**src/sv/dccf_pkg.sv**
```systemverilog
// Shared constants and types for the two-channel centered FIR filter.
package dccf_pkg;

    localparam int TAP_SLOTS   = 63;
    localparam int SAMPLE_BITS = 16;
    localparam int COEF_BITS   = 16;

    // Width of the tap count register and of the coefficient index field
    localparam int TAP_W = 6;

    localparam int ADDR_W = (TAP_SLOTS > 1) ? $clog2(TAP_SLOTS) : 1;
    localparam int FILL_W = $clog2(TAP_SLOTS + 1);
    localparam int JW     = (ADDR_W > TAP_W) ? ADDR_W : TAP_W;
    localparam int PROD_W = SAMPLE_BITS + COEF_BITS;
    localparam int ACC_W  = PROD_W + $clog2(TAP_SLOTS + 1);

    localparam logic [TAP_W-1:0] TAP_RESET = 6'd63;

    localparam int QUEUE_DEPTH = 4;
    localparam int QPTR_W      = $clog2(QUEUE_DEPTH);

    typedef enum logic {
        FUNC_SAMPLE = 1'b0,
        FUNC_COEF   = 1'b1
    } t_func;

    // One classified command passed from the front end to the back end
    typedef struct packed {
        t_func                          func;
        logic signed [SAMPLE_BITS-1:0]  s0;
        logic signed [SAMPLE_BITS-1:0]  s1;
        logic                           eob;
        logic [ADDR_W-1:0]              cidx;
        logic signed [COEF_BITS-1:0]    cval;
    } t_cmd;

endpackage

```
**src/sv/dccf_ifs.sv**
```systemverilog
// Channel interfaces: input items, result items and the tap count write.
interface dccf_in_if import dccf_pkg::*; ();
    logic                          valid;
    logic                          ready;
    logic                          func;
    logic signed [SAMPLE_BITS-1:0] sample_ch0;
    logic signed [SAMPLE_BITS-1:0] sample_ch1;
    logic                          end_of_block;
    logic [TAP_W-1:0]              coef_index;
    logic signed [COEF_BITS-1:0]   coef_value;

    modport source (output valid, func, sample_ch0, sample_ch1, end_of_block,
                    coef_index, coef_value, input ready);
    modport sink   (input valid, func, sample_ch0, sample_ch1, end_of_block,
                    coef_index, coef_value, output ready);
endinterface


```
**src/sv/dccf_front.sv**
```systemverilog
// Front end: accept input items, drop out-of-range coefficient writes, queue the rest.
module dccf_front import dccf_pkg::*; (
    input  logic          i_clk,
    input  logic          i_rst_n,
    dccf_in_if.sink       i_in,
    output t_cmd          o_cmd,
    output logic          o_cmd_valid,
    input  logic          i_cmd_pop
);
    t_cmd              r_q [QUEUE_DEPTH];
    logic [QPTR_W-1:0] r_wr;
    logic [QPTR_W-1:0] r_rd;
    logic [QPTR_W:0]   r_cnt;
    logic              xfer;
    logic              keep;
    logic              push;
    logic              pop;
    t_cmd              cmd_in;

    assign i_in.ready = (r_cnt != (QPTR_W+1)'(QUEUE_DEPTH));
    assign xfer       = i_in.valid && i_in.ready;

    // Coefficient writes beyond the tap store have no effect: drop them here
    assign keep = (t_func'(i_in.func) == FUNC_SAMPLE) || (int'(i_in.coef_index) < TAP_SLOTS);
    assign push = xfer && keep;
    assign pop  = i_cmd_pop && o_cmd_valid;

    always_comb begin
        cmd_in.func = t_func'(i_in.func);
        cmd_in.s0   = i_in.sample_ch0;
        cmd_in.s1   = i_in.sample_ch1;
        cmd_in.eob  = i_in.end_of_block;
        cmd_in.cidx = ADDR_W'(i_in.coef_index);
        cmd_in.cval = i_in.coef_value;
    end

    assign o_cmd       = r_q[r_rd];
    assign o_cmd_valid = (r_cnt != '0);

    always_ff @(posedge i_clk) begin
        if (push) begin
            r_q[r_wr] <= cmd_in;
        end
        if (!i_rst_n) begin
            r_wr  <= '0;
            r_rd  <= '0;
            r_cnt <= '0;
        end else begin
            if (push) begin
                r_wr <= r_wr + 1'b1;
            end
            if (pop) begin
                r_rd <= r_rd + 1'b1;
            end
            if (push && !pop) begin
                r_cnt <= r_cnt + 1'b1;
            end else if (pop && !push) begin
                r_cnt <= r_cnt - 1'b1;
            end
        end
    end
endmodule

```
**src/flat_wrapper.sv**
```systemverilog
// flat-port wrapper written by rule: the top's interface ports become plain ports
module dccf_front_flat import dccf_pkg::*;
  (i_clk, i_rst_n, o_cmd, o_cmd_valid, i_cmd_pop, i_in_valid, i_in_func, i_in_sample_ch0, i_in_sample_ch1, i_in_end_of_block, i_in_coef_index, i_in_coef_value, i_in_ready);
  dccf_in_if i_in_i ();
  input  logic i_clk;
  input  logic i_rst_n;
  output t_cmd o_cmd;
  output logic o_cmd_valid;
  input  logic i_cmd_pop;
  input wire logic [$bits(i_in_i.valid)-1:0] i_in_valid;
  input wire logic [$bits(i_in_i.func)-1:0] i_in_func;
  input wire logic [$bits(i_in_i.sample_ch0)-1:0] i_in_sample_ch0;
  input wire logic [$bits(i_in_i.sample_ch1)-1:0] i_in_sample_ch1;
  input wire logic [$bits(i_in_i.end_of_block)-1:0] i_in_end_of_block;
  input wire logic [$bits(i_in_i.coef_index)-1:0] i_in_coef_index;
  input wire logic [$bits(i_in_i.coef_value)-1:0] i_in_coef_value;
  output wire logic [$bits(i_in_i.ready)-1:0] i_in_ready;
  assign i_in_i.valid = i_in_valid;
  assign i_in_i.func = i_in_func;
  assign i_in_i.sample_ch0 = i_in_sample_ch0;
  assign i_in_i.sample_ch1 = i_in_sample_ch1;
  assign i_in_i.end_of_block = i_in_end_of_block;
  assign i_in_i.coef_index = i_in_coef_index;
  assign i_in_i.coef_value = i_in_coef_value;
  assign i_in_ready = i_in_i.ready;
  dccf_front u_core (.i_clk(i_clk), .i_rst_n(i_rst_n), .i_in(i_in_i), .o_cmd(o_cmd), .o_cmd_valid(o_cmd_valid), .i_cmd_pop(i_cmd_pop));
endmodule
```
**config.mk**
```make
export PLATFORM = sky130hd
export DESIGN_NAME = dccf_front_flat
export DESIGN_NICKNAME = d
export VERILOG_FILES = /design/src/sv/dccf_pkg.sv /design/src/sv/dccf_ifs.sv /design/src/sv/dccf_front.sv /design/src/flat_wrapper.sv
export SDC_FILE = /design/constraint.sdc
export NUM_CORES = 1
export LEC_CHECK = 0
export ABC_AREA = 1
export BUFFER_PORTS_ARGS = -buffer_cell sky130_fd_sc_hd__buf_2
export CAP_MARGIN = 30
export CORE_MARGIN = 4
export CORE_UTILIZATION = 57
export CTS_CLUSTER_SIZE = 20
export DETAILED_ROUTE_END_ITERATION = 12
export PLACE_DENSITY = 0.83
export SLEW_MARGIN = 20
export SYNTH_ARGS = -nofsm -noshare
export SYNTH_HDL_FRONTEND = slang
export SYNTH_SLANG_ARGS = --single-unit
```
**constraint.sdc**
```tcl
create_clock -name i_clk -period 3.9 [get_ports i_clk]
set_input_delay 0.195 -clock i_clk [delete_from_list [all_inputs] [get_ports i_clk]]
set_output_delay 0.195 -clock i_clk [all_outputs]
set_load 0.02 [all_outputs]
```
# Yosys cells after proc, flatten, opt, wreduce, memory -nomap -nowiden
# Memory sizes are Yosys's and may differ from the RTL's. A register that Yosys moved wholly into a read port is not among the register bits.
# Index checks and enable logic that the tools add are counted.
[word_totals]
ff_bits = 7
latchBits = 0
mem_bits_rw = 224
rom_bits = 0
in_bits = 60
output_inout_bits = 58
wordCells = 27
n_memories = 1
[op_classes]
n_addsub = 4
mul = 0
div = 0
magnitude_cmp = 1
eq_ne = 1
shifts = 0
muxes = 6
bitwise_logic = 1
n_reduce_logical = 10
[mem_list]
columns = ["memory", "depth", "width", "rd", "rd_ports_with_merged_regs", "write_ports", "line", "rtl"]
rows = [
  ["u_core.r_q", 4, 56, 1, 1, 1, "dccf_front.sv:10", "t_cmd r_q [QUEUE_DEPTH];"],
]
[op_table]
columns = ["cell", "count"]
rows = [
  ["6-bit less-than comparator (second input constant)", 1],
  ["3-bit 2-to-1 mux", 2],
  ["1-bit logical AND", 5],
  ["2-bit by 1-bit adder with 2-bit output (second input constant)", 2],
  ["2-bit 2-to-1 mux", 2],
  ["3-bit by 1-bit adder with 3-bit output (second input constant)", 1],
  ["3-bit != test (second input constant)", 1],
  ["3-bit nonzero test", 1],
  ["3-bit by 1-bit subtractor with 3-bit output (second input constant)", 1],
  ["1-bit logical NOT", 2],
  ["1-bit 2-to-1 mux", 2],
  ["2-bit nonzero test", 1],
  ["1-bit logical OR", 1],
  ["1-bit inverter", 1],
]

# Logic depth before layout (Yosys ltp)
[depth]
word_depth = 7
mapped_depth = 13
ltp_nobuf = 13

# Least setup slack after synthesis
# Ideal clock, no wire load.
[synth_timing]
kind = "reg2reg"
start = "register u_core.r_cnt[0]"
end = "memory u_core.r_q[0][0] in the netlist's numbering (enable)"
setup_time_ns = 0.470
arrival_time_ns = 3.084
t_required_ns = 3.430
setup_slack_ns = 0.346
path_stages_with_launch = 5
path_buffers = 0
synth_period_minus_slack_ns = 3.554
path_cell_list = "dfxtp_1 > nor2_1 > a21oi_1 > nand2_1 > nor2_1"
[synth_between]
elab_chain_len = 5
[synth_rtl]
columns = ["element", "line", "rtl"]
rows = [
  ["start, declared", "dccf_front.sv:13", "logic [QPTR_W:0] r_cnt;"],
  ["start signal, assigned", "dccf_front.sv:56", "r_cnt <= r_cnt + 1'b1;"],
  ["start signal, assigned", "dccf_front.sv:58", "r_cnt <= r_cnt - 1'b1;"],
  ["3-bit != test", "dccf_front.sv:20", "assign i_in.ready = (r_cnt != (QPTR_W+1)'(QUEUE_DEPTH));"],
  ["1-bit logical AND", "dccf_front.sv:21", "assign xfer = i_in.valid && i_in.ready;"],
  ["1-bit logical AND", "dccf_front.sv:25", "assign push = xfer && keep;"],
  ["1-bit 2-to-1 mux", "dccf_front.sv:41", "if (push) begin"],
  ["1-bit 2-to-1 mux (implied by the code)", "dccf_front.sv:42", "r_q[r_wr] <= cmd_in;"],
  ["end, declared", "dccf_front.sv:10", ""],
]
# Every way passes these cells.

==> results by group <==
Floorplan
  • Die Area: 0.0182 mm2
  • Starting Density: 0.578
  • Core footprint: 0.0158 mm2
  • Ports: 118
  • Die Y: 135 um
  • Num rows: 46
  • Die Span X: 135 um

Route
  • DRT Pass-1 Iters: 5
  • Wire per inst: 20.6 um
  • Antenna Nets Post-Route: 0
  • Detailed router's first-iteration violation count: 713
  • DR vias: 5865
  • DR vias/cell: 5.74
  • # DRC: 0
  • Routed wire length: 21000 um

Global routing
  • Vias in the first global route: 6075
  • Grt ovf: 0
  • First-pass GRT wire length: 31900 um
  • Initial antenna violation count: 0
  • Total track usage: 0.226
  • Largest net degree at the start of global routing: 113

Synthesis
  • Main synth FF type: edfxtp_1
  • Post-synthesis cell area: 0.00916 mm2
  • Synth area leaders: edfxtp_1 73%, o21ai_0 4.7%, nor2_1 4.2%
  • Post-synthesis cell count: 615
  • Count leader, synth: edfxtp_1
  • Post-synth net total: 681
  • Syn Area/Cell: 14.9 um2
  • Synth area leader: edfxtp_1
  • Synth cell types: 23
  • Commonest cells post-synth: 224 x edfxtp_1, 102 x nor2_1, 86 x o21ai_0
  • Async S/R FF share, synth: 0
  • Synth warn: 0
  • Sequential area share after synthesis: 0.754
  • Post-synth EDFFs: 224
  • Post-synth top area share: 0.735
  • Flops & latches, synth: 233

Power
  • Worst VDD drop: 0.716 mV
  • P per Cell Area: 652 mW/mm2
  • Leak: 3.97 nW

Worst hold path
  • WHS Endpoint: u_core.r_rd[0]$_SDFFE_PN0P_
  • Min-Delay Path Depth: 3
  • Hold_sp: i_cmd_pop
  • Hold WC Path Type: in -> reg

Timing
  • Skew final: 0.00800 ns
  • Setup ws final: 1.17 ns
  • Setup TNS Final: 0 ns
  • RSZ-0062 raised after global routing: false
  • Crit share post-route: 0.701
  • Hold violation count in the final report: 0
  • Final min period: 2.73 ns
  • Worst-Margin Slew: 0.840 ns
  • # setup viols final: 0
  • Max Fclk: 366 MHz
  • Rel. slew slack: 0.439
  • Fin. max-slew vios: 0

Cells and area
  • Area Growth Syn to Fin: 22.7%
  • # diodes: 0
  • Ratio of cells with drive above 1 in the final layout: 0.282
  • Layout Nets: 857

Clock network
  • Maximum buffer depth of the clock tree: 3
  • Post_cts resized: 0
  • Htree depth: 1
  • Sink Count: 233
  • Inserted Clock Buffers: 23
  • Clk root buf: clkbuf_16
  • CTS tree: built
  • Reg clk slew, reported paths: 0.06 ns
  • Worst-skew pair later-pin latency: 0.49 ns

Worst setup path
  • Delay-heaviest family, CP: buffers and inverters
  • Crit path DAT: 2.54 ns
  • Crit-path max cell delay: 0.54 ns
  • RR Endpoint: u_core.r_q[3][20]$_DFFE_PP_
  • Critical path depth: 6
  • R2R Path Start: u_core.r_cnt[0]$_SDFFE_PN0P_
  • Crit end category: output port
  • WP buf/inv: 4
  • Worst-path maximum fanout: 57
  • Reg2Reg Depth: 5
  • Reg2Reg Setup Slack: 1.42 ns
  • CP Launch Type: register
  • Crit path max-delay cell type: inv_2
  • Kind of critical path: reg -> out
  • CP Data Required Time: 3.70 ns
  • Critical-path cell list: buf_4 > inv_2 > buf_16 > o21ai_1 > o22ai_1 > buf_2

Placement
  • Post-DP HPWL: 11200 um
  • Gp weighted congestion: 0.764
  • PortBufs: 117
  • Place WS: 1.47 ns

Run status
  • Status: finished clean

Job
  • Max_cap viols: 0
-- state kept, by name (all words and copies together) (netlist names), named ones only --
register      cells
u_core.r_q      224
u_core.r_cnt      3
u_core.r_wr       2
u_core.r_rd       2
-- where the power goes --
part,switching (W),internal [W]
combinational,0.00144,0.000638
clock,0.000874,0.00125
sequential,0.0000836,0.00304
-- tightest hold or removal path, cell delays in order --
cell,delay [ns]
buf_2,0.10
a21oi_1,0.08
nor2_1,0.10
-- layer usage --
layer | vias up | share of wire | GRT usage
met5 | - | 0 | 0
met4 | 0 | 0.033 | 0.0854
met3 | 53 | 0.064 | 0.0354
met2 | 293 | 0.52 | 0.392
met1 | 2893 | 0.39 | 0.289
li1 | 2626 | - | -
-- repair_timing --
item,4_1_cts,5_1_grt
hold buffers,57,0
endpoints found under the hold margin,227,0
setup endpoints to repair,0,0
buffers inserted,0,0
-- worst max path at each step --
stage,startpoint,end,slack [ns]
6_report,register,o_cmd[15],1.17
5_1_grt,register,o_cmd[15],1.07
3_3_place_gp,u_core.r_cnt[0]$_SDFFE_PN0P_,u_core.r_q[3][26]$_DFFE_PP_,1.56
4_1_cts,register,o_cmd[15],0.98
3_5_place_dp,u_core.r_cnt[0]$_SDFFE_PN0P_,u_core.r_q[3][25]$_DFFE_PP_,1.47
2_1_floorplan,u_core.r_cnt[0]$_SDFFE_PN0P_,u_core.r_q[0][0]$_DFFE_PP_,0.35
-- layout by cell type (no fill, tap or decap), types with 7 or more instances in the layout --
cell	netlist	routed
edfxtp_1	224	224
buf_2	9	117
nor2_1	102	98
o21ai_0	86	86
dlygate4sd3_1	0	57
o22ai_1	30	30
o21ai_1	26	26
o22ai_2	26	26
nor2_4	20	24
clkbuf_16	0	23
inv_1	16	16
nand2_1	16	16
buf_4	1	9
dfxtp_1	9	7
-- cell families (layout without fill, tap and decap cells) --
family	count (synthesis)	after routing	synth area share
flip-flops	233	233	0.754
AO/OA/AOI/OAI	176	176	0.123
AND/OR/NAND/NOR	146	146	0.0782
buffers and inverters	54	244	0.0351
adder cells (fa/ha/maj)	6	6	0.00902
-- metrics by stage --
stage / hold slack, ns / cell area, um2 / util / instances / total power [W]
2_1_floorplan: 0.294 / 9160 / - / 615 / 0.00456
3_5_place_dp: 0.413 / 9900 / 0.626 / 923 / 0.00515
3_3_place_gp: 0.406 / 9900 / 0.626 / 923 / 0.00505
4_1_cts: 0.0139 / 11200 / 0.707 / 1019 / 0.00729
5_1_grt: 0.0396 / 11200 / 0.710 / 1021 / 0.00765
6_report: 0.0314 / 11200 / 0.710 / 1021 / 0.00733
-- final cells by class --
type	instances	area, um2
clock buffers	29	618
clock inverters	10	97.6
fillers	930	4590
inverters	18	70.1
multi-input cells	328	1960
flip-flops and latches	233	6910
well taps	216	270
repair buffers	187	1310
No activity file was read; power rests on OpenSTA's default activity.
